## config.mk

```make
export PLATFORM = sky130hd
export DESIGN_NAME = iimu_sqrt
export DESIGN_NICKNAME = d
export VERILOG_FILES = /design/src/rtl/core/iimu_sqrt.sv
export SDC_FILE = /design/constraint.sdc
export NUM_CORES = 1
export LEC_CHECK = 0
export BUFFER_PORTS_ARGS = -buffer_cell sky130_fd_sc_hd__buf_2
export CORE_UTILIZATION = 31
export DETAILED_ROUTE_END_ITERATION = 7
export PLACE_DENSITY_LB_ADDON = 0.12
export SLEW_MARGIN = 20
export SYNTH_ARGS = -nofsm -noshare
export SYNTH_HDL_FRONTEND = slang
export SYNTH_SLANG_ARGS = --single-unit
```

## constraint.sdc

```tcl
create_clock -name i_clk -period 3.85 [get_ports i_clk]
set_input_delay 0 -clock i_clk [delete_from_list [all_inputs] [get_ports i_clk]]
set_output_delay 0 -clock i_clk [all_outputs]
set_load 0.01 [all_outputs]
```

## src/rtl/core/iimu_sqrt.sv

```systemverilog
// ----------------------------------------------------------------------------
// iimu_sqrt
// Pipelined digit-by-digit square root, two radicand bits per stage.
// Returns the floor root and the remainder n - root^2.
// ----------------------------------------------------------------------------
module iimu_sqrt #(
    parameter int unsigned W = 16
) (
    input  logic                   i_clk,
    input  logic                   i_en,
    input  logic [W-1:0]           i_rad,
    output logic [(W+1)/2-1:0]     o_root,
    output logic [(W+1)/2+2:0]     o_rem
);

    localparam int unsigned N2 = (W + 1) / 2;
    localparam int unsigned IW = 2 * N2;
    localparam int unsigned RW = N2 + 3;

    logic [IW-1:0] r_x    [N2];
    logic [N2-1:0] r_root [N2];
    logic [RW-1:0] r_rem  [N2];
    logic [IW-1:0] n_x    [N2];
    logic [N2-1:0] n_root [N2];
    logic [RW-1:0] n_rem  [N2];
    logic [IW-1:0] x_x    [N2+1];
    logic [N2-1:0] x_root [N2+1];
    logic [RW-1:0] x_rem  [N2+1];

    always_comb begin
        x_x[0]    = IW'(i_rad);
        x_root[0] = '0;
        x_rem[0]  = '0;
        for (int k = 0; k < N2; k++) begin
            x_x[k+1]    = r_x[k];
            x_root[k+1] = r_root[k];
            x_rem[k+1]  = r_rem[k];
        end
    end

    always_comb begin
        logic [RW-1:0] t;
        logic [RW-1:0] trial;
        logic          ge;
        for (int k = 0; k < N2; k++) begin
            t     = {x_rem[k][RW-3:0], x_x[k][IW-1 -: 2]};
            trial = RW'({x_root[k], 2'b01});
            ge    = (t >= trial);
            n_rem[k]  = ge ? (t - trial) : t;
            n_root[k] = {x_root[k][N2-2:0], ge};
            n_x[k]    = {x_x[k][IW-3:0], 2'b00};
        end
    end

    always_ff @(posedge i_clk) begin
        if (i_en) begin
            for (int k = 0; k < N2; k++) begin
                r_x[k]    <= n_x[k];
                r_root[k] <= n_root[k];
                r_rem[k]  <= n_rem[k];
            end
        end
    end

    assign o_root = r_root[N2-1];
    assign o_rem  = r_rem[N2-1];

endmodule

```

# ---- Yosys cells after proc, flatten, opt, wreduce, memory -nomap -nowiden
# Memory sizes are Yosys's and may differ from the RTL's.
# Cells that the tools add are included.
dict set report op_classes {
  add_sub_neg 8
  n_lt_le_gt_ge 8
  n_mux 10
}
# cell count
set ops {}
lappend ops {{two-way mux 11 bit} 8}
lappend ops {{greater-or-equal comparator 11 x 10 -> 1 bit} 7}
lappend ops {{subtractor 11 x 10 -> 11 bit} 7}
lappend ops {{subtractor 2 x 1 -> 3 bit, second input constant} 1}
lappend ops {{greater-or-equal comparator 2 x 1 -> 1 bit, second input constant} 1}
lappend ops {{two-way mux 1 bit} 2}
dict set report totals {
  ff_bits 0
  ramBits 264
  inputBits 18
  elab_cells 29
  memories 3
}
# name depth width rd rd_ports_with_merged_regs wr line
set mem_list {}
lappend mem_list {r_x 8 14 7 0 8 20} ;# logic [IW-1:0] r_x [N2];
lappend mem_list {r_rem 8 11 8 0 8 22} ;# logic [RW-1:0] r_rem [N2];
lappend mem_list {r_root 8 8 8 0 8 21} ;# logic [N2-1:0] r_root [N2];

# ---- Logic depth before layout (Yosys ltp)
# An unclocked memory read counts as a cell.
dict set report logic_depth {
  depth_word 3
  ltp_mapped 11
}

# ---- Worst setup path after synthesis
# OpenSTA, ideal clock, no wires.
dict set report synth_path {
  kind {register -> register}
  start {mem r_rem[0][35] (netlist name)}
  end {mem r_rem[1][6] (netlist name), data pin}
  t_arrival_ns 1.931
  required_ns 3.590
  slack_ns 1.659
  path_stages_with_launch 7
  period_less_slack_ns 2.191
  cell_sequence {edfxtp_1 > ha_1 > a21o_1 > a211o_1 > or3_4 > nor2b_1 > mux2_4}
}
# item line
set synth_lines {}
lappend synth_lines {{from (decl)} 22}

==> impl_metrics.env <==
export IMPL_io_pins=37
export IMPL_power_switching_mw=1.17
export IMPL_grt_pass1_wl_mm=20.0
export IMPL_synth_top_cell_area_share=0.648
export IMPL_fillers=2227
export IMPL_worst_slew_pin_slew_ps=900
export IMPL_die_w_um=157
export IMPL_final_antenna_net_count=0
export IMPL_start_util=0.316
export IMPL_clk_path_buf_depth=2
export IMPL_internal_power_mw=3.31
export IMPL_pwr_share_comb=0.154
export IMPL_vias_per_cell=4.43
export IMPL_antenna_found_initial=0
export IMPL_period_needed_ps=2520
export IMPL_yosys_warnings=0
export IMPL_grt_util_met2=0.191
export IMPL_fmax_ghz=0.396
export IMPL_synth_area_leader_cell="edfxtp_1"
export IMPL_synth_edff_count=160
export IMPL_crit_path_end_kind="register"
export IMPL_rsz0062_at_grt="false"
export IMPL_diodes=0
export IMPL_cts_root_buffer="clkbuf_16"
export IMPL_seq_area_mm2=0.00480
export IMPL_cp_start_kind="register"
export IMPL_ys_types=45
export IMPL_slew_viol_final=0
export IMPL_dieArea_mm2=0.0246
export IMPL_cts_sinks=160
export IMPL_pwr_share_clk=0.341
export IMPL_synth_common_cells="edfxtp_1 (160), inv_1 (52), o21ai_0 (45), ha_1 (43), nand2_1 (36)"
export IMPL_seq_power_share=0.506
export IMPL_gr_usage_all_layers=0.107
export IMPL_maxSlewHeadroom=0.400
export IMPL_ys_flop_type="edfxtp_1"
export IMPL_ys_ff_latch=160
export IMPL_async_flop_share=0
export IMPL_dpl_cell_area_mm2=0.00790
export IMPL_drtIter0Drc=231
export IMPL_power_mw=4.48
export IMPL_ir_drop_v=0.000271
export IMPL_wl_per_cell_um=12.8
export IMPL_met3_usage=0.0244
export IMPL_cts_htree_levels=4
export IMPL_drtPass1Iterations=4
export IMPL_setup_viol=0
export IMPL_skew_ps=10.5
export IMPL_period_share=0.655
export IMPL_p_per_area_mw_per_mm2=521
export IMPL_rows=56
export IMPL_hold_buffers=17
export IMPL_grt_pass1_vias=4233
export IMPL_setup_tns_ps=0
export IMPL_post_cts_buffers=0
export IMPL_dp_hpwl_mm=8.47
export IMPL_synth_area_leaders="edfxtp_1 (65%), ha_1 (7.3%), o21ai_0 (3.0%)"
export IMPL_wirelength_mm=12.1
export IMPL_crit_fanout=18
export IMPL_leakagePower_nw=3.30
export IMPL_cap_violations=0
export IMPL_die_h_um=157
export IMPL_fin_ws_ps=1330
export IMPL_grt_overflow_total=0
export IMPL_ys_seq_area_frac=0.648
export IMPL_vias=4204
export IMPL_syn_nets=625
export IMPL_fin_nets=679
export IMPL_cts_buffers_inserted=17
export IMPL_busiest_layer="met2"
export IMPL_p_sw_frac=0.261
export IMPL_post_synth_top_count_cell="edfxtp_1"
export IMPL_route_detailed_drc=0
export IMPL_core_mm2=0.0235
export IMPL_use_met1=0.116
export IMPL_synthCells=564
export IMPL_syn_avg_cell_area_um2=13.2
export IMPL_insertion_delay_ps=420
export IMPL_clkTransAtPathRegs_ps=60
export IMPL_status="complete, no violations"
export IMPL_final_area_mm2=0.00860
export IMPL_drive_above_1_share=0.122
export IMPL_syn_area_mm2=0.00742
export IMPL_gp_congestion=0.838
export IMPL_place_worst_setup_slack_ps=1350
export IMPL_grt_max_degree=100
export IMPL_port_buffers=36
export IMPL_cts_tree="built"
export IMPL_multi_input_area_mm2=0.00229
export IMPL_cts_resized=0
export IMPL_hp_class="input port to register"
export IMPL_hold_viol=0
export IMPL_worstPathArrival_ps=2700
export IMPL_worstSetupPathType="register to register"
export IMPL_critical_path_required_ps=4030
export IMPL_syn2layout_area_growth_pct=16.0
worst max-delay path: stages, from the launching register on:
cell and delay, ps:
edfxtp_1 390, inv_1 120, ha_1 300, a21oi_1 170, o21ai_1 140, o21ai_0 220, and3_1 580, nor2_1 90
mux2_2 270
path summary, 6_finish.rpt:
kind	start	slack, ps	cells past startpoint	endpoint
setup / recovery	r_root[1][18]	1330	8	r_rem[1][43]
hold / removal	i_en	180	1	r_x[0][2]
setup reg to reg	r_root[1][18]	1330	8	r_rem[1][43]
hold reg to reg	r_x[4][8]	410	0	r_x[5][10]
flip-flops by register name, indices dropped and copies added (netlist names):
name    count
r_rem      68
r_root     36
r_x        56
layer usage:
| metal | wire length (um) | up-vias |
|---|---|---|
| met1 | 5330 | 1971 |
| met4 | 329 | 0 |
| met2 | 6160 | 59 |
| met5 | 0 | - |
| met3 | 319 | 22 |
| li1 | - | 2152 |
layout make-up:
type / count / share of cell area
Clock buffer: 17 / 0.0495
Tap cell: 319 / 0.0464
Clock inverter: 15 / 0.0128
Multi-Input combinational cell: 333 / 0.266
Timing Repair Buffer: 54 / 0.0438
Inverter: 52 / 0.0227
Sequential cell: 160 / 0.559
per-stage QoR:
step,hold slack [ps],std cells,utilization
after floorplan,98.9,564,-
after global placement,177,901,0.336
after detailed placement,178,901,0.336
after CTS,205,950,0.366
after global routing,231,950,0.366
final,179,950,0.366
cell usage in the layout, fill, tap and decap left out, types with 2 or more instances in the layout:
cell	count
or4_1	3
xor2_1	18
inv_1	52
nand2_1	36
clkinvlp_4	2
clkinv_1	2
buf_2	35
nor3_1	10
clkinv_2	3
edfxtp_1	160
and2_1	3
a21o_1	7
o21ai_0	45
a211oi_1	4
nand3_1	4
and3_1	2
nand4_1	3
mux2i_1	2
nor2b_1	14
a21boi_0	3
o21bai_1	2
a31oi_1	4
or3_1	3
nor2_1	30
o31ai_1	3
xnor2_1	21
mux2_2	6
inv_6	4
ha_1	43
nand2b_1	8
nor4_1	4
clkinv_4	3
o21a_1	6
o31a_1	2
o2bb2ai_1	2
o211ai_1	5
dlygate4sd3_1	17
a21oi_1	29
clkbuf_16	17
cells by family after synthesis:
| group | count (synthesis) | share of synthesized area |
|---|---|---|
| compound gates | 116 | 0.0928 |
| xor+xnor | 39 | 0.0460 |
| fa+ha+maj | 43 | 0.0725 |
| buf+inv | 71 | 0.0435 |
| flops | 160 | 0.648 |
| mux | 9 | 0.0138 |
| other cells | 1 | 0.000506 |
| simple gates | 125 | 0.0832 |
power groups by stage:
stage	clock network, mW	registers (mW)	logic (mW)
after floorplan	0	2.27	0.541
after global placement	0	2.31	0.671
after detailed placement	0	2.31	0.680
after CTS	1.59	2.27	0.696
after global routing	1.65	2.29	0.782
final	1.53	2.27	0.688
(Power assumes the default switching activity.)
