`config.mk`:
```
export PLATFORM = sky130hd
export DESIGN_NAME = iimu_div
export DESIGN_NICKNAME = d
export VERILOG_FILES = /design/src/rtl/core/iimu_div.sv
export SDC_FILE = /design/constraint.sdc
export NUM_CORES = 1
export LEC_CHECK = 0
export BUFFER_PORTS_ARGS = -buffer_cell sky130_fd_sc_hd__buf_2
export CAP_MARGIN = 20
export CORE_ASPECT_RATIO = 0.7
export CORE_MARGIN = 3
export CORE_UTILIZATION = 54
export DETAILED_ROUTE_END_ITERATION = 6
export HOLD_SLACK_MARGIN = 0.05
export PLACE_DENSITY = 0.7
export SLEW_MARGIN = 15
export SYNTH_ARGS = -nofsm -noshare
export SYNTH_HDL_FRONTEND = slang
export SYNTH_SLANG_ARGS = --single-unit
```
`constraint.sdc`:
```
create_clock -name i_clk -period 3.4 [get_ports i_clk]
set_input_delay 0.34 -clock i_clk [delete_from_list [all_inputs] [get_ports i_clk]]
set_output_delay 0.34 -clock i_clk [all_outputs]
set_load 0.1 [all_outputs]
```
`src/rtl/core/iimu_div.sv`:
```
// ----------------------------------------------------------------------------
// iimu_div
// Pipelined restoring divider on magnitudes, one quotient bit per stage.
// ----------------------------------------------------------------------------
module iimu_div #(
    parameter int unsigned W = 16
) (
    input  logic         i_clk,
    input  logic         i_en,
    input  logic [W-1:0] i_num,
    input  logic [W-1:0] i_den,
    output logic [W-1:0] o_quo
);

    logic [W-1:0] r_rem [W];
    logic [W-1:0] r_nq  [W];
    logic [W-1:0] r_den [W];
    logic [W-1:0] n_rem [W];
    logic [W-1:0] n_nq  [W];
    logic [W-1:0] x_rem [W+1];
    logic [W-1:0] x_nq  [W+1];
    logic [W-1:0] x_den [W+1];

    always_comb begin
        x_rem[0] = '0;
        x_nq[0]  = i_num;
        x_den[0] = i_den;
        for (int k = 0; k < W; k++) begin
            x_rem[k+1] = r_rem[k];
            x_nq[k+1]  = r_nq[k];
            x_den[k+1] = r_den[k];
        end
    end

    always_comb begin
        logic [W:0] t;
        logic       ge;
        for (int k = 0; k < W; k++) begin
            t  = {x_rem[k], x_nq[k][W-1]};
            ge = (t >= {1'b0, x_den[k]});
            n_rem[k] = ge ? W'(t - {1'b0, x_den[k]}) : t[W-1:0];
            n_nq[k]  = {x_nq[k][W-2:0], ge};
        end
    end

    always_ff @(posedge i_clk) begin
        if (i_en) begin
            for (int k = 0; k < W; k++) begin
                r_rem[k] <= n_rem[k];
                r_nq[k]  <= n_nq[k];
                r_den[k] <= x_den[k];
            end
        end
    end

    assign o_quo = r_nq[W-1];

endmodule

```
-- After elaboration in Yosys (flattened, before gate mapping)
Memory sizes are Yosys's and may differ from the RTL's.
Index checks and enable logic that the tools add are counted.
- bits in registers: 0
- memory bits (writable): 768
- bits of input ports: 34
- output and inout bits: 16
- word-level logic and storage cells: 53
- memories: 3
- $add $sub $neg: 16
- magnitude comparators: 16
- mux-type cells: 18
- memory list (name ; words ; bits a word ; read ports ; clocked after memory_dff ; write ports ; RTL line ; RTL):
    r_den ; 16 ; 16 ; 15 ; 0 ; 16 ; 17 ; logic [W-1:0] r_den [W];
    r_nq ; 16 ; 16 ; 16 ; 0 ; 16 ; 16 ; logic [W-1:0] r_nq [W];
    r_rem ; 16 ; 16 ; 15 ; 0 ; 16 ; 15 ; logic [W-1:0] r_rem [W];
- operator list (operator ; count):
    16-bit two-way mux ; 16
    17-bit by 16-bit >= comparator with 1-bit output ; 15
    16-bit subtractor ; 15
    1-bit by 16-bit >= comparator with 1-bit output ; 1
    1-bit by 16-bit subtractor with 16-bit output ; 1
    1-bit two-way mux ; 2

-- Depth between registers and ports, before layout
Gate-level depths: netlist of the first run.
An unclocked memory read counts as a cell.
- depth after elaboration: 3
- mapped depth: 13
- depth with buffers taken out: 11

-- Worst setup path before layout of the first run
Ideal clock, no wire load.
- path type: register to register
- start point: memory r_den[2][1], in the netlist r_den[0][33]
- end point: memory r_rem[3][8], in the netlist r_rem[0][56] (data pin)
- setup time: 260 ps
- data arrival time: 2551 ps
- data required time: 3140 ps
- setup slack: 588 ps
- cell stages (with the launch flop): 13
- buffers on the path: 2
- path through: edfxtp_1 inv_1 ha_1 nor2b_1 o21ai_2 a21boi_1 o31ai_2 a21oi_2 o31a_1 o32a_1 buf_6 buf_12 mux2_4
- RTL lines (item ; RTL line):
    from (decl) ; 17
    to (decl) ; 15

==> impl_metrics.ini, run 1 <==
[worst_setup_path]
crit_fanout = 3
cp.required_ns = 3.77
worstPathArrival_ns = 3.62
reg2reg_depth = 11
end_kind = register
r2r_setup_slack_ns = 0.15
path_class = reg2reg
start_kind = register

[floorplan]
die_width_um = 317
die_h_um = 223
io_pins = 50
num_rows = 79
initial_core_util_pct = 54.7
design.core.area_um2 = 66600
die_area_um2 = 70700

[final_layout]
fin_util_pct = 61.3
fillers = 5122
antenna-diode-count = 0
area_growth_pct = 12.1
drive_gt1_share_pct = 13.2
nets = 3238

[power]
power.net_switching_mw = 11.8
pwr-share-comb_pct = 38.4
p_int_mw = 23.7
max-vdd-ir-drop_uv = 442
switching_share_pct = 33.3
powerDensity_nw_per_um2 = 868
clkPwrFrac_pct = 22.8
p_leak_nw = 16.2
p_seq_share_pct = 38.8

[clock_network]
path_clk_slew_ns = 0.06
cts_setup_buffers = 0
clock_path_buffers = 3
numCtsBuffers = 74
clk_latency_ns = 0.62
cts_sinks = 736
cts-htree-levels = 3
cts_root_buf = clkbuf_16
cts_tree = done

[hold_path]
hold_depth = 1
min_path_type = in2reg

[place]
gp_congestion = 0.901
dp_hpwl_um = 54500
io_buffers = 49

[routing]
wl_per_cell_um = 19.3
routed_via_density = 5.69
drt_wl_total_um = 75200
drc = 0
firstDrtPassIters = 6
num_vias = 22100
drtIter0Drc = 1833
ant_nets = 0

[outcome]
status = complete, no violations

[timing]
rsz0062_at_grt = no
clock-skew-final_ns = 0.0301
setup_tns_ns = 0
post-route-period-util_pct = 95.5
hold_viol = 0
setup_viol = 0
fin_crit_ns = 3.25
slew_headroom_pct = 41.3
fmax_mhz = 308
tightest_slew_ns = 0.877
slew_violations = 0

[synthesis]
netlist_area_um2 = 36500
yosys_register_bits = 736
synth_top_area_share_pct = 60.6
ys_seq_area_share_pct = 60.6
ys_top_cells_by_area = edfxtp_1 61%, ha_1 8.3%, mux2_2 3.9%
synth_ff_type = edfxtp_1
synth-async-reset-ratio_pct = 0
synth_edf_count = 736
syn-num-nets = 3074
yosysWarningCount = 0
syn-mean-instance-area_um2 = 13.1
synth_cells = 2784
ys_types = 82
yosys.area.top_type = edfxtp_1

[grt]
grt_overflow = 0
use_met3_pct = 4.24
grt.total_usage_pct = 21.6
busiest_layer = met1
grt_pass1_vias = 21500
grt_pass1_wl_um = 119000
grt_antenna_before_repair = 1
grt_max_degree = 112
met1_usage_pct = 33.9
met2_usage_pct = 30.3

[run]
maxCapViolCount = 0
cell usage in the layout, fill, tap and decap left out, types with 13 or more instances in the layout:
cell type	synthesis	layout
a211oi_1	18	17
a21boi_0	15	15
a21o_1	45	45
a21oi_1	162	162
a31oi_1	18	18
buf_2	12	48
buf_4	19	52
clkbuf_1	19	13
clkbuf_16	0	79
clkinv_1	0	16
dlygate4sd3_1	0	30
edfxtp_1	736	736
fa_1	14	14
ha_1	242	242
inv_1	305	305
mux2_2	125	125
mux2i_1	28	28
nand2_1	132	132
nand2b_1	29	29
nand3_1	29	29
nand4_1	34	34
nor2_1	164	164
nor2b_1	39	39
nor3_1	40	40
nor4_1	18	17
o211ai_1	21	21
o21a_1	36	35
o21ai_0	120	120
o31a_1	20	20
o31ai_1	16	16
or2_2	20	20
or3_1	15	15
xnor2_1	101	101
xor2_1	46	46
metrics by stage:
stage / total power, mW / worst slack [ns] / hold WS, ns / area (um^2) / instances
3_3_place_gp: 26.9 / 0.118 / 0.400 / 38100 / 3733
5_1_grt: 37.7 / 0.0186 / 0.102 / 40900 / 3894
2_1_floorplan: 23.7 / 0.588 / 0.400 / 36500 / 2784
3_5_place_dp: 27.3 / 0.136 / 0.405 / 38100 / 3733
4_1_cts: 35.6 / 0.109 / 0.0802 / 40800 / 3894
6_report: 35.5 / 0.152 / 0.134 / 40900 / 3894
synth_stat cells, types with 20 or more instances:
library cell and n:
edfxtp_1 736, inv_1 305, ha_1 242, nor2_1 164, a21oi_1 162, nand2_1 132, mux2_2 125, o21ai_0 120
xnor2_1 101, xor2_1 46, a21o_1 45, nor3_1 40, nor2b_1 39, o21a_1 36, nand4_1 34, nand2b_1 29
nand3_1 29, mux2i_1 28, o211ai_1 21, o31a_1 20, or2_2 20
routing by layer:
metal / wire (um) / vias up / share of wire [%]
met1: 37400 / 10800 / 50
met3: 4780 / 126 / 6.4
li1: - / 10600 / -
met5: 13 / - / 0.017
met2: 31200 / 630 / 41
met4: 1780 / 2 / 2.4
flip-flops by register name, indices dropped and copies added, names as in the netlist:
name,count
r_nq,256
r_den,240
r_rem,240
worst paths after layout:
check	to	start
max reg2reg	r_rem[1][78]	r_nq[1][63]
max	r_rem[1][78]	r_nq[1][63]
min reg2reg	r_nq[1][95]	r_nq[1][78]
min	r_den[0][1]	i_den[1]
power groups by stage:
stage	clock network, mW	logic, mW	registers, mW
2_1_floorplan	0	10.3	13.3
3_3_place_gp	0	13.0	13.9
3_5_place_dp	0	13.3	13.9
4_1_cts	8.33	13.5	13.8
5_1_grt	8.68	15.1	13.9
6_report	8.08	13.6	13.8
final cells by class:
type	count	area, um^2	area share (%)
Inverter	306	1150	2.81
Clock inverter	39	372	0.909
Sequential cell	736	22100	54.1
Timing Repair Buffer	142	1170	2.85
Tap cell	891	1110	2.73
Multi-Input combinational cell	1688	12900	31.6
Clock buffer	92	2030	4.96
cells by family after synthesis:
| family | share of synthesized area (%) |
|---|---|
| flip-flops | 60.6 |
| XOR/XNOR | 3.53 |
| buffers and inverters | 4.03 |
| AO/OA/AOI/OAI | 10.2 |
| AND/OR/NAND/NOR | 7.34 |
| multiplexers | 5.18 |
| adder cells (fa/ha/maj) | 9.07 |
what timing repair did:
item	4_1_cts	5_1_grt
hold endpoints to repair	31	0
gates resized for setup	0	5
setup endpoints to repair	0	28
hold buffers	30	0
worst max-delay path: stages, from the launching register on:
cell      delay [ns]
edfxtp_1        0.37
inv_1           0.22
ha_1            0.24
fa_1            0.24
nor2b_1         0.06
o21a_1          0.18
o21ai_0         0.43
a21oi_1         0.19
a211o_1         0.34
o41ai_1         0.34
xnor2_1         0.11
mux2_2          0.28
Power figures use the tool's default switching activity.
==> inputs of run 2 (changes only) <==
ABC_AREA = 1   (was default)
==> run 2 against run 1 <==
- non-clock buffer count is 27 lower
- sequential power about the same
- core utilization down 0.96 points
- clock power down 4.7%
- hold slack worse by 0.021 ns
- wire length grew 32%
- worst setup slack better by 0.65 ns
- global-route usage increased by 3.0 points
- cell count rose by 53%
- fmax increased by 25%
- largest power group is now combinational cells
==> impl_metrics.ini, run 2 <==
[grt]
grt_pass1_wl_um = 158000
grt_pass1_vias = 28900
grt.total_usage_pct = 24.5
grt_overflow = 0
grt_antenna_before_repair = 1
grt_max_degree = 99

[worst_setup_path]
start_kind = register
end_kind = register
cp-startpoint = r_den[1][9]
crit_fanout = 17
reg2reg_from = r_den[1][9]
path_class = reg2reg
worstPathArrival_ns = 3.03
cp.required_ns = 3.83

[timing]
setup_tns_ns = 0
setup_viol = 0
rsz0062_at_grt = no
post-route-period-util_pct = 76.5
hold_viol = 0
fmax_mhz = 384
slew_headroom_pct = 32.3
slew_violations = 0
holdWs_ns = 0.113
tightest_slew_ns = 1.01
clock-skew-final_ns = 0.0192
fin_crit_ns = 2.60

[routing]
drc = 0
ant_nets = 0
routed_via_density = 5.22
drtIter0Drc = 3103
drt_wl_total_um = 99400
num_vias = 31000
wl_per_cell_um = 16.7
firstDrtPassIters = 7

[floorplan]
io_pins = 50
die_area_um2 = 81000
die_h_um = 239
num_rows = 84
initial_core_util_pct = 55.1
die_width_um = 339
design.core.area_um2 = 76000

[final_layout]
largest_register_ff_count = 256
layout_common_cells = 1703 x nand2_1, 900 x inv_1, 736 x edfxtp_1, 367 x nand3_1, 242 x ha_1
reg.largest.list = r_nq: 256 flops, r_den: 240 flops, r_rem: 240 flops
area_growth_pct = 9.49
largest_register = r_nq
antenna-diode-count = 0
drive_gt1_share_pct = 6.24
nets = 5160
final_common_cell = nand2_1

[clock_network]
cts_tree = done
cts-htree-levels = 3
clk_latency_ns = 0.63
clock_path_buffers = 3
numCtsBuffers = 72
cts_sinks = 736
cts_setup_buffers = 0
path_clk_slew_ns = 0.06
cts_root_buf = clkbuf_16

[power]
max-vdd-ir-drop_uv = 461
powerDensity_nw_per_um2 = 813
p_leak_nw = 22.7

[synthesis]
synth_ff_type = edfxtp_1
yosysWarningCount = 0
syn-mean-instance-area_um2 = 8.83
ys_seq_area_share_pct = 52.8
synth_top_area_share_pct = 52.8
yosys_register_bits = 736
netlist_area_um2 = 41900
ys_top_cells_by_area = edfxtp_1 53%, nand2_1 15%, inv_1 8.1%
ys_types = 42
syn-num-nets = 5037
yosysMostFrequentCell = nand2_1
synth-async-reset-ratio_pct = 0
synth_cells = 4747
yosys.area.top_type = edfxtp_1
synth_edf_count = 736
synth_commonest_cells = 1703 x nand2_1, 900 x inv_1, 736 x edfxtp_1, 367 x nand3_1, 242 x ha_1

[hold_path]
min_path_type = in2reg
min-delay-start = i_den[3]

[place]
gp_congestion = 0.965
io_buffers = 49
dp_hpwl_um = 75600

[outcome]
status = complete, no violations

[run]
maxCapViolCount = 0
## run 2: changes by cell type after synthesis, moves of 34 or more
cell / previous run / this run
nor2b_1: 39 / 0
mux2_2: 125 / 0
nand2_1: 132 / 1703
a21oi_1: 162 / 128
nand4_1: 34 / 68
nand3_1: 29 / 367
o21ai_0: 120 / 9
a21o_1: 45 / 1
inv_1: 305 / 900
xnor2_1: 101 / 17
## run 2: metrics by stage
step                cell area (um^2)  cells  power [mW]  util, %  worst slack (ns)
floorplan                      41900   4747        25.2        -              1.50
detailed placement             43300   5796        29.4     57.0             0.837
finish                         45900   5952        37.3     60.4             0.798
global placement               43300   5796        29.2     57.0             0.860
global route                   45900   5952        40.1     60.4             0.617
CTS                            45900   5951        37.2     60.4             0.825
## run 2: worst max-delay path: stages, from the launching register on
cell and delay (ns):
edfxtp_1 0.48, inv_1 0.11, ha_1 0.43, nand2_1 0.15, nor2_1 0.31, nand3_4 0.30, nand2_4 0.34, nand2_2 0.08
nand2_1 0.20
## run 2: power breakdown
part / total (mW) / internal [mW] / leakage [nW] / switching, mW
Sequential: 13.8 / 12.5 / 7.22 / 1.25
Combinational: 15.8 / 5.29 / 14.4 / 10.5
Clock: 7.70 / 4.30 / 1.07 / 3.40
Total: 37.3 / 22.1 / 22.7 / 15.2
## run 2: cell families after synthesis
| group | after synthesis | synth area share, % |
|---|---|---|
| xor gates and xnor gates | 86 | 1.80 |
| AOI/OAI and AO/OA | 169 | 2.24 |
| adders and majority gates | 256 | 7.90 |
| DFF | 736 | 52.8 |
| and+or+nand+nor | 2523 | 25.9 |
| buffers and inverters | 977 | 9.37 |
## run 2: worst paths after layout
path / to / slack [ns] / cells after the start
hold reg to reg: r_nq[0][44] / 0.41 / 0
setup reg to reg: r_rem[1][26] / 0.80 / 8
hold / removal: r_den[0][3] / 0.11 / 1
setup / recovery: r_rem[1][26] / 0.80 / 8
## run 2: cell type report
class / instances / area, um^2
fill: 6580 / 30100
sequential: 736 / 22100
multi-input combinational: 3034 / 15900
inverter: 911 / 3420
clock buffer: 83 / 1890
tap: 1032 / 1290
timing repair buffer: 115 / 951
clock inverter: 41 / 349
## run 2: metal layers
metal / global-route usage [%] / part of all wire [%]
met2: 36.1 / 41
met1: 38.2 / 49
met5: 0 / 0.013
met3: 3.58 / 7.7
met4: 5.97 / 2.1
## run 2: what timing repair did
| action | CTS | global route |
|---|---|---|
| endpoints found under the hold margin | 31 | 0 |
| hold buffers | 31 | 0 |
| gates resized for setup | 0 | 0 |
| setup endpoints to repair | 0 | 0 |
